## config.mk

```make
export PLATFORM = sky130hd
export DESIGN_NAME = differential_drive_odometry_balancer
export DESIGN_NICKNAME = d
export VERILOG_FILES = /design/src/hdl/ddob_pkg.sv /design/src/hdl/ddob_mul.sv /design/src/hdl/ddob_cordic.sv /design/src/hdl/differential_drive_odometry_balancer.sv
export VERILOG_INCLUDE_DIRS = /design/src /design/src/hdl
export SDC_FILE = /design/constraint.sdc
export NUM_CORES = 2
export LEC_CHECK = 0
export BUFFER_PORTS_ARGS = -buffer_cell sky130_fd_sc_hd__buf_2
export CAP_MARGIN = 20
export CORE_MARGIN = 3
export CORE_UTILIZATION = 45
export DETAILED_ROUTE_END_ITERATION = 10
export PLACE_DENSITY = 0.63
export SYNTH_ARGS = -nofsm -noshare
export SYNTH_HDL_FRONTEND = slang
export SYNTH_SLANG_ARGS = --single-unit
```

## constraint.sdc

```tcl
create_clock -name clk -period 19.2 [get_ports clk]
set_input_delay 1.92 -clock clk [delete_from_list [all_inputs] [get_ports clk]]
set_output_delay 1.92 -clock clk [all_outputs]
set_load 0.01 [all_outputs]
```

## src/hdl/assert_macros.svh

```systemverilog
// Assertion macros shared by the odometry balancer RTL.
`ifndef ASSERT_MACROS_SVH
`define ASSERT_MACROS_SVH

// Check a property on every rising edge of clk outside reset.
`define DDOB_ASSERT(lbl, prop, msg) \
  lbl: assert property (@(posedge clk) disable iff (!rst_n) (prop)) else $error(msg);

// Check a property on every rising edge of clk, reset included.
`define DDOB_ASSERT_ALWAYS(lbl, prop, msg) \
  lbl: assert property (@(posedge clk) (prop)) else $error(msg);

`endif

```

## src/hdl/ddob_pkg.sv

```systemverilog
// Types, constants and the arctangent table of the odometry balancer.
package ddob_pkg;

  typedef enum logic [1:0] {
    OP_LEFT  = 2'd0,
    OP_RIGHT = 2'd1,
    OP_TIME  = 2'd2,
    OP_START = 2'd3
  } opcode_t;

  typedef enum logic [1:0] {
    REG_SAMPLE_TICKS     = 2'd0,
    REG_RIGHT_DUTY_START = 2'd1,
    REG_TICK_ANGLE       = 2'd2
  } reg_index_t;

  typedef enum logic [3:0] {
    ST_IDLE,
    ST_HMUL,
    ST_HEAD,
    ST_CSTART,
    ST_CWAIT,
    ST_XMUL,
    ST_YMUL,
    ST_XADD,
    ST_YADD,
    ST_DONE
  } seq_state_t;

  typedef enum logic [1:0] {
    CRD_IDLE,
    CRD_ROT,
    CRD_QUANT
  } crd_state_t;

  localparam int CRD_W = 34;
  localparam int MAX_CORDIC_STEPS = 24;
  localparam logic signed [CRD_W-1:0] CRD_X0 = 34'sd652032874;

  localparam logic [7:0]  SAMPLE_TICKS_RST = 8'd30;
  localparam logic [7:0]  DUTY_START_RST   = 8'd80;
  localparam logic [11:0] TICK_ANGLE_RST   = 12'd951;

  typedef struct packed {
    logic        start;
    logic [15:0] angle;
  } crd_ctl_t;

  typedef struct packed {
    logic               busy;
    logic               done;
    logic signed [15:0] cos_q15;
    logic signed [15:0] sin_q15;
  } crd_sts_t;

  function automatic logic signed [CRD_W-1:0] crd_atan(input logic [4:0] idx);
    logic signed [CRD_W-1:0] v;
    case (idx)
      5'd0:    v = 34'sh020000000;
      5'd1:    v = 34'sh012E4051E;
      5'd2:    v = 34'sh009FB385B;
      5'd3:    v = 34'sh0051111D4;
      5'd4:    v = 34'sh0028B0D43;
      5'd5:    v = 34'sh00145D7E1;
      5'd6:    v = 34'sh000A2F61E;
      5'd7:    v = 34'sh000517C55;
      5'd8:    v = 34'sh00028BE53;
      5'd9:    v = 34'sh000145F2F;
      5'd10:   v = 34'sh0000A2F98;
      5'd11:   v = 34'sh0000517CC;
      5'd12:   v = 34'sh000028BE6;
      5'd13:   v = 34'sh0000145F3;
      5'd14:   v = 34'sh00000A2FA;
      5'd15:   v = 34'sh00000517D;
      5'd16:   v = 34'sh0000028BE;
      5'd17:   v = 34'sh00000145F;
      5'd18:   v = 34'sh000000A30;
      5'd19:   v = 34'sh000000518;
      5'd20:   v = 34'sh00000028C;
      5'd21:   v = 34'sh000000146;
      5'd22:   v = 34'sh0000000A3;
      5'd23:   v = 34'sh000000051;
      default: v = '0;
    endcase
    return v;
  endfunction

endpackage

```

## src/hdl/ddob_mul.sv

```systemverilog
// Shared signed multiplier with a registered product.
module ddob_mul #(
  parameter int A_W = 21
) (
  input  logic                      clk,
  input  logic signed [A_W-1:0]     a,
  input  logic signed [15:0]        b,
  output logic signed [A_W+15:0]    prod_r
);

  always_ff @(posedge clk) begin
    prod_r <= a * b;
  end

endmodule

```

## src/hdl/ddob_cordic.sv

```systemverilog
// Iterative CORDIC rotation giving cos and sin of a binary angle in Q1.15.
module ddob_cordic #(
  parameter int STEPS = 16
) (
  input  logic               clk,
  input  logic               rst_n,
  input  ddob_pkg::crd_ctl_t ctl,
  output ddob_pkg::crd_sts_t sts
);

  localparam int N    = (STEPS > ddob_pkg::MAX_CORDIC_STEPS) ?
                        ddob_pkg::MAX_CORDIC_STEPS : STEPS;
  localparam int IT_W = (N > 1) ? $clog2(N) : 1;
  localparam int W    = ddob_pkg::CRD_W;

  ddob_pkg::crd_state_t state_r, state_nxt;

  logic signed [W-1:0] x_r, y_r, z_r;
  logic signed [W-1:0] dx, dy, atan_v, xq, yq;
  logic [IT_W-1:0]     iter_r;
  logic                flip_r;
  logic                done_r;
  logic signed [15:0]  cos_r, sin_r;
  logic                flip_in;
  logic [15:0]         ang_in;

  function automatic logic signed [15:0] sat_q15(input logic signed [W-1:0] v);
    logic signed [W:0]    s;
    logic signed [W-15:0] r;
    logic signed [15:0]   q;
    s = (W+1)'(v) + (W+1)'(16384);
    r = (W-14)'(s >>> 15);
    if (r > (W-14)'(32767)) begin
      q = 16'sh7FFF;
    end else if (r < -(W-14)'(32768)) begin
      q = 16'sh8000;
    end else begin
      q = r[15:0];
    end
    return q;
  endfunction

  always_comb begin
    flip_in = (ctl.angle > 16'h4000) && (ctl.angle < 16'hC000);
    ang_in  = flip_in ? (ctl.angle + 16'h8000) : ctl.angle;
    dx      = y_r >>> iter_r;
    dy      = x_r >>> iter_r;
    atan_v  = ddob_pkg::crd_atan(5'(iter_r));
    xq      = flip_r ? -x_r : x_r;
    yq      = flip_r ? -y_r : y_r;
  end

  always_comb begin
    state_nxt = state_r;
    case (state_r)
      ddob_pkg::CRD_IDLE: begin
        if (ctl.start) begin
          state_nxt = ddob_pkg::CRD_ROT;
        end
      end
      ddob_pkg::CRD_ROT: begin
        if (iter_r == IT_W'(N-1)) begin
          state_nxt = ddob_pkg::CRD_QUANT;
        end
      end
      ddob_pkg::CRD_QUANT: state_nxt = ddob_pkg::CRD_IDLE;
      default:             state_nxt = ddob_pkg::CRD_IDLE;
    endcase
  end

  always_ff @(posedge clk) begin
    if (!rst_n) begin
      state_r <= ddob_pkg::CRD_IDLE;
      done_r  <= 1'b0;
    end else begin
      state_r <= state_nxt;
      done_r  <= (state_r == ddob_pkg::CRD_QUANT);
    end
  end

  always_ff @(posedge clk) begin
    case (state_r)
      ddob_pkg::CRD_IDLE: begin
        if (ctl.start) begin
          x_r    <= ddob_pkg::CRD_X0;
          y_r    <= '0;
          z_r    <= {{2{ang_in[15]}}, ang_in, 16'h0000};
          flip_r <= flip_in;
          iter_r <= '0;
        end
      end
      ddob_pkg::CRD_ROT: begin
        if (!z_r[W-1]) begin
          x_r <= x_r - dx;
          y_r <= y_r + dy;
          z_r <= z_r - atan_v;
        end else begin
          x_r <= x_r + dx;
          y_r <= y_r - dy;
          z_r <= z_r + atan_v;
        end
        iter_r <= iter_r + 1'b1;
      end
      ddob_pkg::CRD_QUANT: begin
        cos_r <= sat_q15(xq);
        sin_r <= sat_q15(yq);
      end
      default: begin
      end
    endcase
  end

  assign sts.busy    = (state_r != ddob_pkg::CRD_IDLE);
  assign sts.done    = done_r;
  assign sts.cos_q15 = cos_r;
  assign sts.sin_q15 = sin_r;

endmodule

```

## src/hdl/differential_drive_odometry_balancer.sv

```systemverilog
// Differential-drive odometry and right-wheel duty balancer, top level.
// Left, right and time ticks, starts, and time ticks that do not close a window are each taken
// with in_ready held high and the block left idle. A time tick that closes a window occupies the
// block while it runs the bearing step through the one shared multiplier, the CORDIC iterations
// of the rotation unit, and the x and y products through the same multiplier, followed by rounding
// and position accumulation. A finished result waits in the output register; a further window
// end cannot complete until that result is taken.
`include "assert_macros.svh"

module differential_drive_odometry_balancer #(
  parameter int CORDIC_STEPS = 16,
  parameter int FRAC_BITS    = 8
) (
  input  logic               clk,
  input  logic               rst_n,
  input  logic               cfg_we,
  input  logic [1:0]         cfg_index,
  input  logic [11:0]        cfg_wdata,
  input  logic               in_valid,
  output logic               in_ready,
  input  logic [1:0]         in_opcode,
  input  logic [15:0]        in_target_ticks,
  output logic               out_valid,
  input  logic               out_ready,
  output logic [11:0]        out_window_left,
  output logic [11:0]        out_window_right,
  output logic [7:0]         out_right_duty,
  output logic signed [16:0] out_tick_difference,
  output logic [15:0]        out_bearing,
  output logic signed [31:0] out_x_pos,
  output logic signed [31:0] out_y_pos,
  output logic               out_finished
);

  localparam int HALF_W = 13 + FRAC_BITS - 1;
  localparam int A_W    = HALF_W + 1;
  localparam int PW     = A_W + 16;
  localparam int SC_W   = PW - 15;

  ddob_pkg::seq_state_t state_r, state_nxt;

  logic [7:0]  sample_ticks_r, duty_start_r;
  logic [11:0] tick_angle_r;

  logic        running_r;
  logic [7:0]  time_count_r;
  logic [15:0] total_left_r, total_right_r, goal_r, heading_r;
  logic [11:0] win_left_r, win_right_r;
  logic [7:0]  duty_r;
  logic signed [31:0] pos_x_r, pos_y_r;
  logic [HALF_W-1:0]  half_r;
  logic signed [SC_W-1:0] sc_r;

  logic        out_valid_r, out_fin_r;
  logic [11:0] out_wl_r, out_wr_r;
  logic [7:0]  out_duty_r;
  logic signed [16:0] out_tdiff_r;
  logic [15:0] out_bearing_r;
  logic signed [31:0] out_x_r, out_y_r;

  logic                   accept;
  ddob_pkg::opcode_t      op;
  logic [7:0]             tc_inc, limit;
  logic                   win_end;
  logic signed [A_W-1:0]  mul_a;
  logic signed [15:0]     mul_b;
  logic signed [PW-1:0]   prod;
  logic signed [PW:0]     rnd;
  logic signed [SC_W-1:0] sc_nxt;
  logic signed [33:0]     pos_sum;
  logic signed [31:0]     pos_sat;
  logic signed [31:0]     pos_cur;
  logic signed [12:0]     wdiff;
  logic                   fin;
  logic                   load_out;
  ddob_pkg::crd_ctl_t     crd_ctl;
  ddob_pkg::crd_sts_t     crd_sts;

  ddob_mul #(.A_W(A_W)) u_mul (
    .clk    (clk),
    .a      (mul_a),
    .b      (mul_b),
    .prod_r (prod)
  );

  ddob_cordic #(.STEPS(CORDIC_STEPS)) u_cordic (
    .clk   (clk),
    .rst_n (rst_n),
    .ctl   (crd_ctl),
    .sts   (crd_sts)
  );

  assign in_ready      = (state_r == ddob_pkg::ST_IDLE);
  assign accept        = in_valid && in_ready;
  assign op            = ddob_pkg::opcode_t'(in_opcode);
  assign tc_inc        = (time_count_r == 8'hFF) ? time_count_r : time_count_r + 8'd1;
  assign limit         = (sample_ticks_r == 8'd0) ? 8'd1 : sample_ticks_r;
  assign win_end       = running_r && (op == ddob_pkg::OP_TIME) && (tc_inc >= limit);
  assign wdiff         = $signed({1'b0, win_right_r}) - $signed({1'b0, win_left_r});
  assign crd_ctl.start = (state_r == ddob_pkg::ST_CSTART);
  assign crd_ctl.angle = heading_r;
  assign fin           = ({1'b0, total_left_r} + {1'b0, total_right_r}) > {goal_r, 1'b0};
  assign load_out      = (state_r == ddob_pkg::ST_DONE) && (!out_valid_r || out_ready);

  always_comb begin
    case (state_r)
      ddob_pkg::ST_HMUL: begin
        mul_a = A_W'(wdiff);
        mul_b = $signed({4'b0000, tick_angle_r});
      end
      ddob_pkg::ST_XMUL: begin
        mul_a = $signed({1'b0, half_r});
        mul_b = crd_sts.cos_q15;
      end
      default: begin
        mul_a = $signed({1'b0, half_r});
        mul_b = crd_sts.sin_q15;
      end
    endcase
  end

  always_comb begin
    rnd     = (PW+1)'(prod) + (prod[PW-1] ? (PW+1)'(16383) : (PW+1)'(16384));
    sc_nxt  = SC_W'(rnd >>> 15);
    pos_cur = (state_r == ddob_pkg::ST_XADD) ? pos_x_r : pos_y_r;
    pos_sum = 34'(pos_cur) + 34'(sc_r);
    if (pos_sum > 34'sh07FFFFFFF) begin
      pos_sat = 32'sh7FFFFFFF;
    end else if (pos_sum < -34'sh080000000) begin
      pos_sat = 32'sh80000000;
    end else begin
      pos_sat = pos_sum[31:0];
    end
  end

  always_comb begin
    state_nxt = state_r;
    case (state_r)
      ddob_pkg::ST_IDLE: begin
        if (accept && win_end) begin
          state_nxt = ddob_pkg::ST_HMUL;
        end
      end
      ddob_pkg::ST_HMUL:   state_nxt = ddob_pkg::ST_HEAD;
      ddob_pkg::ST_HEAD:   state_nxt = ddob_pkg::ST_CSTART;
      ddob_pkg::ST_CSTART: state_nxt = ddob_pkg::ST_CWAIT;
      ddob_pkg::ST_CWAIT: begin
        if (crd_sts.done) begin
          state_nxt = ddob_pkg::ST_XMUL;
        end
      end
      ddob_pkg::ST_XMUL:   state_nxt = ddob_pkg::ST_YMUL;
      ddob_pkg::ST_YMUL:   state_nxt = ddob_pkg::ST_XADD;
      ddob_pkg::ST_XADD:   state_nxt = ddob_pkg::ST_YADD;
      ddob_pkg::ST_YADD:   state_nxt = ddob_pkg::ST_DONE;
      ddob_pkg::ST_DONE: begin
        if (load_out) begin
          state_nxt = ddob_pkg::ST_IDLE;
        end
      end
      default:             state_nxt = ddob_pkg::ST_IDLE;
    endcase
  end

  // configuration registers
  always_ff @(posedge clk) begin
    if (!rst_n) begin
      sample_ticks_r <= ddob_pkg::SAMPLE_TICKS_RST;
      duty_start_r   <= ddob_pkg::DUTY_START_RST;
      tick_angle_r   <= ddob_pkg::TICK_ANGLE_RST;
    end else if (cfg_we) begin
      case (ddob_pkg::reg_index_t'(cfg_index))
        ddob_pkg::REG_SAMPLE_TICKS:     sample_ticks_r <= cfg_wdata[7:0];
        ddob_pkg::REG_RIGHT_DUTY_START: duty_start_r   <= cfg_wdata[7:0];
        ddob_pkg::REG_TICK_ANGLE:       tick_angle_r   <= cfg_wdata;
        default: begin
        end
      endcase
    end
  end

  // run state and sequencer
  always_ff @(posedge clk) begin
    if (!rst_n) begin
      state_r       <= ddob_pkg::ST_IDLE;
      running_r     <= 1'b0;
      time_count_r  <= '0;
      total_left_r  <= '0;
      total_right_r <= '0;
      win_left_r    <= '0;
      win_right_r   <= '0;
      duty_r        <= '0;
      heading_r     <= '0;
      pos_x_r       <= '0;
      pos_y_r       <= '0;
      goal_r        <= '0;
    end else begin
      state_r <= state_nxt;
      case (state_r)
        ddob_pkg::ST_IDLE: begin
          if (accept) begin
            case (op)
              ddob_pkg::OP_START: begin
                running_r     <= 1'b1;
                time_count_r  <= '0;
                total_left_r  <= '0;
                total_right_r <= '0;
                win_left_r    <= '0;
                win_right_r   <= '0;
                heading_r     <= '0;
                pos_x_r       <= '0;
                pos_y_r       <= '0;
                goal_r        <= in_target_ticks;
                duty_r        <= duty_start_r;
              end
              ddob_pkg::OP_LEFT: begin
                if (running_r) begin
                  if (total_left_r != 16'hFFFF) total_left_r <= total_left_r + 16'd1;
                  if (win_left_r != 12'hFFF) win_left_r <= win_left_r + 12'd1;
                end
              end
              ddob_pkg::OP_RIGHT: begin
                if (running_r) begin
                  if (total_right_r != 16'hFFFF) total_right_r <= total_right_r + 16'd1;
                  if (win_right_r != 12'hFFF) win_right_r <= win_right_r + 12'd1;
                end
              end
              ddob_pkg::OP_TIME: begin
                if (running_r) begin
                  time_count_r <= win_end ? 8'd0 : tc_inc;
                  if (win_end) begin
                    if (win_left_r > win_right_r && duty_r != 8'hFF) begin
                      duty_r <= duty_r + 8'd1;
                    end else if (win_left_r < win_right_r && duty_r != 8'h00) begin
                      duty_r <= duty_r - 8'd1;
                    end
                  end
                end
              end
              default: begin
              end
            endcase
          end
        end
        ddob_pkg::ST_HEAD: heading_r <= heading_r + prod[15:0];
        ddob_pkg::ST_XADD: pos_x_r   <= pos_sat;
        ddob_pkg::ST_YADD: pos_y_r   <= pos_sat;
        ddob_pkg::ST_DONE: begin
          if (load_out) begin
            win_left_r  <= '0;
            win_right_r <= '0;
            if (fin) begin
              running_r     <= 1'b0;
              time_count_r  <= '0;
              total_left_r  <= '0;
              total_right_r <= '0;
              heading_r     <= '0;
              pos_x_r       <= '0;
              pos_y_r       <= '0;
            end
          end
        end
        default: begin
        end
      endcase
    end
  end

  // window datapath: half tick sum and rounded products
  always_ff @(posedge clk) begin
    if (accept && win_end) begin
      half_r <= HALF_W'({1'b0, win_left_r} + {1'b0, win_right_r}) << (FRAC_BITS - 1);
    end
    if (state_r == ddob_pkg::ST_YMUL || state_r == ddob_pkg::ST_XADD) begin
      sc_r <= sc_nxt;
    end
  end

  // output register
  always_ff @(posedge clk) begin
    if (!rst_n) begin
      out_valid_r <= 1'b0;
    end else if (load_out) begin
      out_valid_r <= 1'b1;
    end else if (out_ready) begin
      out_valid_r <= 1'b0;
    end
  end

  always_ff @(posedge clk) begin
    if (load_out) begin
      out_wl_r      <= win_left_r;
      out_wr_r      <= win_right_r;
      out_duty_r    <= duty_r;
      out_tdiff_r   <= $signed({1'b0, total_left_r}) - $signed({1'b0, total_right_r});
      out_bearing_r <= heading_r;
      out_x_r       <= pos_x_r;
      out_y_r       <= pos_y_r;
      out_fin_r     <= fin;
    end
  end

  assign out_valid           = out_valid_r;
  assign out_window_left     = out_wl_r;
  assign out_window_right    = out_wr_r;
  assign out_right_duty      = out_duty_r;
  assign out_tick_difference = out_tdiff_r;
  assign out_bearing         = out_bearing_r;
  assign out_x_pos           = out_x_r;
  assign out_y_pos           = out_y_r;
  assign out_finished        = out_fin_r;

  `DDOB_ASSERT(a_busy_in_run, (state_r != ddob_pkg::ST_IDLE) |-> running_r,
    "window sequencer busy outside a run")
  `DDOB_ASSERT(a_out_from_done, $rose(out_valid_r) |-> $past(state_r == ddob_pkg::ST_DONE),
    "result raised without a completed window")
  `DDOB_ASSERT(a_fin_clears, ($rose(out_valid_r) && out_fin_r) |-> !running_r,
    "finishing window left the run active")
  `DDOB_ASSERT(a_duty_hold, (state_r != ddob_pkg::ST_IDLE) |=> (duty_r == $past(duty_r)),
    "duty changed during window processing")
  `DDOB_ASSERT(a_cordic_idle, (state_r == ddob_pkg::ST_CSTART) |-> !crd_sts.busy,
    "rotation unit started while busy")

endmodule
```

==> flow_summary.html <==
<table>
<tr><th>Metric</th><th>Value</th></tr>
<tr><th colspan="2">Routing</th></tr>
<tr><td>WL per Instance</td><td>18.8 um</td></tr>
<tr><td>Wire length reported by the detailed router</td><td>around 140000 um</td></tr>
<tr><td>Via total after detailed routing</td><td>roughly 41000</td></tr>
<tr><td>First-iteration detailed-routing DRC count</td><td>3060</td></tr>
<tr><td>TritonRoute pass-1 iters</td><td>5</td></tr>
<tr><td>Ratio of routed vias to standard cells</td><td>between 5 and 6</td></tr>
<tr><td>Number of nets still failing antenna checks after routing</td><td>0</td></tr>
<tr><td>Number of remaining DRC errors</td><td>0</td></tr>
<tr><th colspan="2">Critical path</th></tr>
<tr><td>Slowest stage cell on the critical path</td><td>sky130_fd_sc_hd__a2111oi_0</td></tr>
<tr><td>Path depth of the worst reg2reg path</td><td>33</td></tr>
<tr><td>Worst Setup End Kind</td><td>flip-flop</td></tr>
<tr><td>Worst flop-to-flop path startpoint</td><td>win_left_r[2]</td></tr>
<tr><td>Worst endpoint required time</td><td>19.78 ns</td></tr>
<tr><td>Setup slack on the worst flop-to-flop path</td><td>9.49 ns</td></tr>
<tr><td>Startpoint Class</td><td>flip-flop</td></tr>
<tr><td>Cell repeated most along the worst path</td><td>sky130_fd_sc_hd__inv_1</td></tr>
<tr><td>Slowest stage delay, CP</td><td>slightly above 0.8 ns</td></tr>
<tr><td>Crit path kind</td><td>flip-flop to flip-flop</td></tr>
<tr><td>Worst Path Max Fanout</td><td>7</td></tr>
<tr><td>Arrival time of the worst setup path</td><td>10.29 ns</td></tr>
<tr><td>R2r endpoint</td><td>u_mul.prod_r[35]</td></tr>
<tr><th colspan="2">Min path</th></tr>
<tr><td>Path category of the worst min-delay check</td><td>flip-flop to flip-flop</td></tr>
<tr><td>Worst Hold Launch</td><td>goal_r[14]</td></tr>
<tr><td>Worst-case hold path end point</td><td>goal_r[14]</td></tr>
<tr><td>Cell depth of the worst hold path</td><td>2</td></tr>
<tr><th colspan="2">Synthesis</th></tr>
<tr><td>Area share of the leading cell type in the synthesized netlist</td><td>0.178</td></tr>
<tr><td>Synth area leader</td><td>sky130_fd_sc_hd__edfxtp_1</td></tr>
<tr><td>Synth unique cells</td><td>between 90 and 100</td></tr>
<tr><td>Synthesized cell area</td><td>between 50000 and 60000 sq um</td></tr>
<tr><td>Post-synthesis instance total</td><td>around 5600</td></tr>
<tr><td>Top flip-flop cell by instance count after synthesis</td><td>sky130_fd_sc_hd__edfxtp_1</td></tr>
<tr><td>Register bit total from synthesis</td><td>around 580</td></tr>
<tr><td>Number of flops mapped to enable cells by yosys</td><td>between 300 and 400</td></tr>
<tr><td>Leading post-synthesis cells by cell area</td><td>sky130_fd_sc_hd__edfxtp_1, sky130_fd_sc_hd__fa_1, sky130_fd_sc_hd__dfxtp_1</td></tr>
<tr><td>Post-Synthesis Mean Instance Area</td><td>between 9 and 10 sq um</td></tr>
<tr><td>Sequential fraction of the synthesis area</td><td>0.284</td></tr>
<tr><td>Share of synthesized flip-flops with an asynchronous set or reset</td><td>0</td></tr>
<tr><td>Yosys warns</td><td>0</td></tr>
<tr><th colspan="2">Clock tree</th></tr>
<tr><td>PostCTS Resize Cnt</td><td>0</td></tr>
<tr><td>Total clock buffers created by CTS</td><td>70</td></tr>
<tr><td>Number of buffers on the longest clock path</td><td>3</td></tr>
<tr><td>Cell at the root of the clock tree</td><td>sky130_fd_sc_hd__clkbuf_16</td></tr>
<tr><td>Clock H-tree levels</td><td>3</td></tr>
<tr><td>Setup bufs post-CTS</td><td>0</td></tr>
<tr><td>CTS tree</td><td>yes</td></tr>
<tr><td>Clock slew at reported path FFs</td><td>about 0.06 ns</td></tr>
<tr><td>CTS Hold Buffers Added</td><td>0</td></tr>
<tr><td>Clk Latency, worst-skew pair</td><td>about 0.66 ns</td></tr>
<tr><td>Number of clock sinks seen by CTS</td><td>between 500 and 600</td></tr>
<tr><th colspan="2">GRT</th></tr>
<tr><td>Wire length of the first global-routing pass</td><td>around 220000 um</td></tr>
<tr><td>Remaining global-route overflow</td><td>0</td></tr>
<tr><td>Via count of the first global-routing pass</td><td>40200</td></tr>
<tr><td>Global router's overall resource usage</td><td>0.232</td></tr>
<tr><td>Antenna violations before repair</td><td>3</td></tr>
<tr><td>Largest net degree at the start of global routing</td><td>a little under 80</td></tr>
<tr><th colspan="2">Floorplanning</th></tr>
<tr><td>Std-Cell Rows</td><td>approximately 120</td></tr>
<tr><td>Vertical die dimension</td><td>between 300 and 400 um</td></tr>
<tr><td>Core Region</td><td>113000 sq um</td></tr>
<tr><td>Top-Level Pins</td><td>169</td></tr>
<tr><td>Die Outline Area</td><td>118000 sq um</td></tr>
<tr><td>X dimension of the die</td><td>~340 um</td></tr>
<tr><td>Starting Density</td><td>0.455</td></tr>
<tr><th colspan="2">STA</th></tr>
<tr><td>Count of final hold-check violations</td><td>0</td></tr>
<tr><td>Total negative slack</td><td>0 ns</td></tr>
<tr><td>Crit path time final</td><td>between 9 and 10 ns</td></tr>
<tr><td>Max Freq</td><td>between 100 and 150 MHz</td></tr>
<tr><td>Final-report max-slew violation count</td><td>0</td></tr>
<tr><td>Worst Tran Pin Value</td><td>1.08 ns</td></tr>
<tr><td>Final setup skew</td><td>0.0242 ns</td></tr>
<tr><td>Final worst-path cycle share</td><td>0.506</td></tr>
<tr><td>Number of setup violations in the final report</td><td>0</td></tr>
<tr><td>Slew headroom</td><td>0.280</td></tr>
<tr><td>Setup repair after global routing missed its margin</td><td>no</td></tr>
<tr><th colspan="2">Placed design</th></tr>
<tr><td>Routability-driven placement congestion ratio</td><td>around 0.93</td></tr>
<tr><td>Detail Placement HPWL</td><td>105000 um</td></tr>
<tr><td>Count of buffers inserted at the top-level ports</td><td>~170</td></tr>
<tr><th colspan="2">Final layout</th></tr>
<tr><td>Final net count</td><td>about 6500</td></tr>
<tr><td>Share of layout cells above drive strength 1</td><td>0.0889</td></tr>
<tr><td>Area occupied by registers</td><td>14600 sq um</td></tr>
<tr><td>Most frequent cells in the layout</td><td>sky130_fd_sc_hd__nand2_1, sky130_fd_sc_hd__inv_1, sky130_fd_sc_hd__nor2_1, sky130_fd_sc_hd__a21oi_1, sky130_fd_sc_hd__ha_1</td></tr>
<tr><td>Share of the core filled with cells</td><td>0.497</td></tr>
<tr><td>Footprint of the multi-input gates</td><td>between 30000 and 40000 sq um</td></tr>
<tr><td>Relative area change from synthesis to final layout</td><td>9.29%</td></tr>
<tr><td>Filler instances</td><td>roughly 11000</td></tr>
<tr><td>Most common cell after layout, fill and taps aside</td><td>sky130_fd_sc_hd__nand2_1</td></tr>
<tr><th colspan="2">Power</th></tr>
<tr><td>Worst supply voltage drop on vdd</td><td>between 60 and 70 uV</td></tr>
<tr><td>Static power due to leakage</td><td>around 24 nW</td></tr>
<tr><td>Pwr/cell area</td><td>around 56 nW/um^2</td></tr>
<tr><th colspan="2">Job</th></tr>
<tr><td>MaxCap Viol Count</td><td>0</td></tr>
<tr><th colspan="2">Run status</th></tr>
<tr><td>Outcome</td><td>finished, final reports clean</td></tr>
</table>
cell families after synthesis:
group / after synthesis / synth area share
other: 2 / 0.000146
AO/OA/AOI/OAI: 1185 / 0.149
multiplexers: 193 / 0.0583
adder cells (fa/ha/maj): 698 / 0.220
XOR/XNOR: 415 / 0.0710
AND/OR/NAND/NOR: 1762 / 0.156
flip-flops: 576 / 0.284
buffers and inverters: 818 / 0.0609
sequential cells by signal (all words and copies together), names as in the netlist, 30 cells and up:
name,count
out_y_pos,32
pos_y_r,32
u_cordic.z_r,34
u_cordic.atan_v,30
u_cordic.x_r,34
pos_x_r,32
u_cordic.y_r,34
out_x_pos,32
u_mul.prod_r,37
worst max path at each step:
| stage | from | endpoint | slack (ns) | cells past startpoint |
|---|---|---|---|---|
| 2_1_floorplan | win_left_r[2] | u_mul.prod_r[35] | 10.59 | 34 |
| 3_3_place_gp | win_right_r[0] | u_mul.prod_r[35] | 9.65 | 34 |
| 3_5_place_dp | win_left_r[2] | u_mul.prod_r[35] | 9.62 | 33 |
| 4_1_cts | win_left_r[2] | u_mul.prod_r[35] | 9.53 | 33 |
| 5_1_grt | win_left_r[2] | u_mul.prod_r[35] | 8.69 | 33 |
| 6_report | win_left_r[2] | u_mul.prod_r[35] | 9.49 | 33 |
layout make-up:
type                    count  area share
multi-input cells        4279       0.602
flip-flops and latches    576       0.260
inverters                 569      0.0381
clock buffers              83      0.0339
well taps                1500      0.0335
repair buffers            231      0.0234
clock inverters            45     0.00895
diodes                      4    0.000179
metal layers:
| metal | share of wire | track usage | vias to the layer above |
|---|---|---|---|
| met3 | 0.072 | 0.0392 | 207 |
| met4 | 0.025 | 0.0652 | 0 |
| li1 | - | - | 19800 |
| met2 | 0.46 | 0.377 | 1338 |
| met5 | 0 | 0 | - |
| met1 | 0.45 | 0.320 | 19800 |
critical path, delay by kind of cell (launching register included):
| kind | cells | cell delay [ns] |
|---|---|---|
| fa+ha+maj | 8 | 3.95 |
| mux | 1 | 0.59 |
| buf+inv | 7 | 0.42 |
| compound gates | 14 | 3.86 |
| simple gates | 2 | 0.27 |
| flops | 1 | 0.41 |
| xor+xnor | 1 | 0.13 |
report_power, final:
part	internal (mW)	switching [mW]
registers	1.32	0.0322
logic	0.165	0.228
clock network	0.811	0.562
cells in the mapped netlist (9+ instances only):
library cell	instances
sky130_fd_sc_hd__a31oi_1	53
sky130_fd_sc_hd__o22ai_1	11
sky130_fd_sc_hd__a21oi_1	377
sky130_fd_sc_hd__dfxtp_1	272
sky130_fd_sc_hd__o21a_1	44
sky130_fd_sc_hd__nor2_1	520
sky130_fd_sc_hd__a21o_1	103
sky130_fd_sc_hd__a22oi_1	9
sky130_fd_sc_hd__edfxtp_1	304
sky130_fd_sc_hd__or3_1	44
sky130_fd_sc_hd__fa_1	342
sky130_fd_sc_hd__inv_1	567
sky130_fd_sc_hd__mux2_2	36
sky130_fd_sc_hd__nand3_1	87
sky130_fd_sc_hd__buf_2	15
sky130_fd_sc_hd__xnor2_1	248
sky130_fd_sc_hd__nor2b_1	45
sky130_fd_sc_hd__or2_2	16
sky130_fd_sc_hd__nand2b_1	51
sky130_fd_sc_hd__nand2_1	647
sky130_fd_sc_hd__a221o_1	66
sky130_fd_sc_hd__nor3_1	111
sky130_fd_sc_hd__xor2_1	166
sky130_fd_sc_hd__o21bai_1	37
sky130_fd_sc_hd__mux2i_1	76
sky130_fd_sc_hd__buf_1	33
sky130_fd_sc_hd__nand3b_1	9
sky130_fd_sc_hd__a211oi_1	31
sky130_fd_sc_hd__nor3b_1	13
sky130_fd_sc_hd__and2_1	36
sky130_fd_sc_hd__nand4_1	63
sky130_fd_sc_hd__o21ai_0	241
sky130_fd_sc_hd__mux4_2	81
sky130_fd_sc_hd__nor4_1	39
sky130_fd_sc_hd__o211ai_1	31
sky130_fd_sc_hd__o2111ai_1	11
sky130_fd_sc_hd__a22o_1	16
sky130_fd_sc_hd__a211o_1	11
sky130_fd_sc_hd__clkbuf_1	193
sky130_fd_sc_hd__and3_1	42
sky130_fd_sc_hd__o31ai_1	24
sky130_fd_sc_hd__ha_1	356
metrics by stage:
step	worst slack [ns]	cell area (sq um)	hold WS, ns	total power, mW	cells
after floorplan	10.59	51400	0.430	1.66	5673
after global placement	9.65	53600	0.441	1.76	7153
after detailed placement	9.62	53600	0.446	1.77	7153
after CTS	9.53	56000	0.451	3.16	7281
after global routing	8.69	56000	0.464	3.27	7284
final	9.49	56100	0.457	3.12	7287
Note: power is estimated with default switching activity, not from simulation.
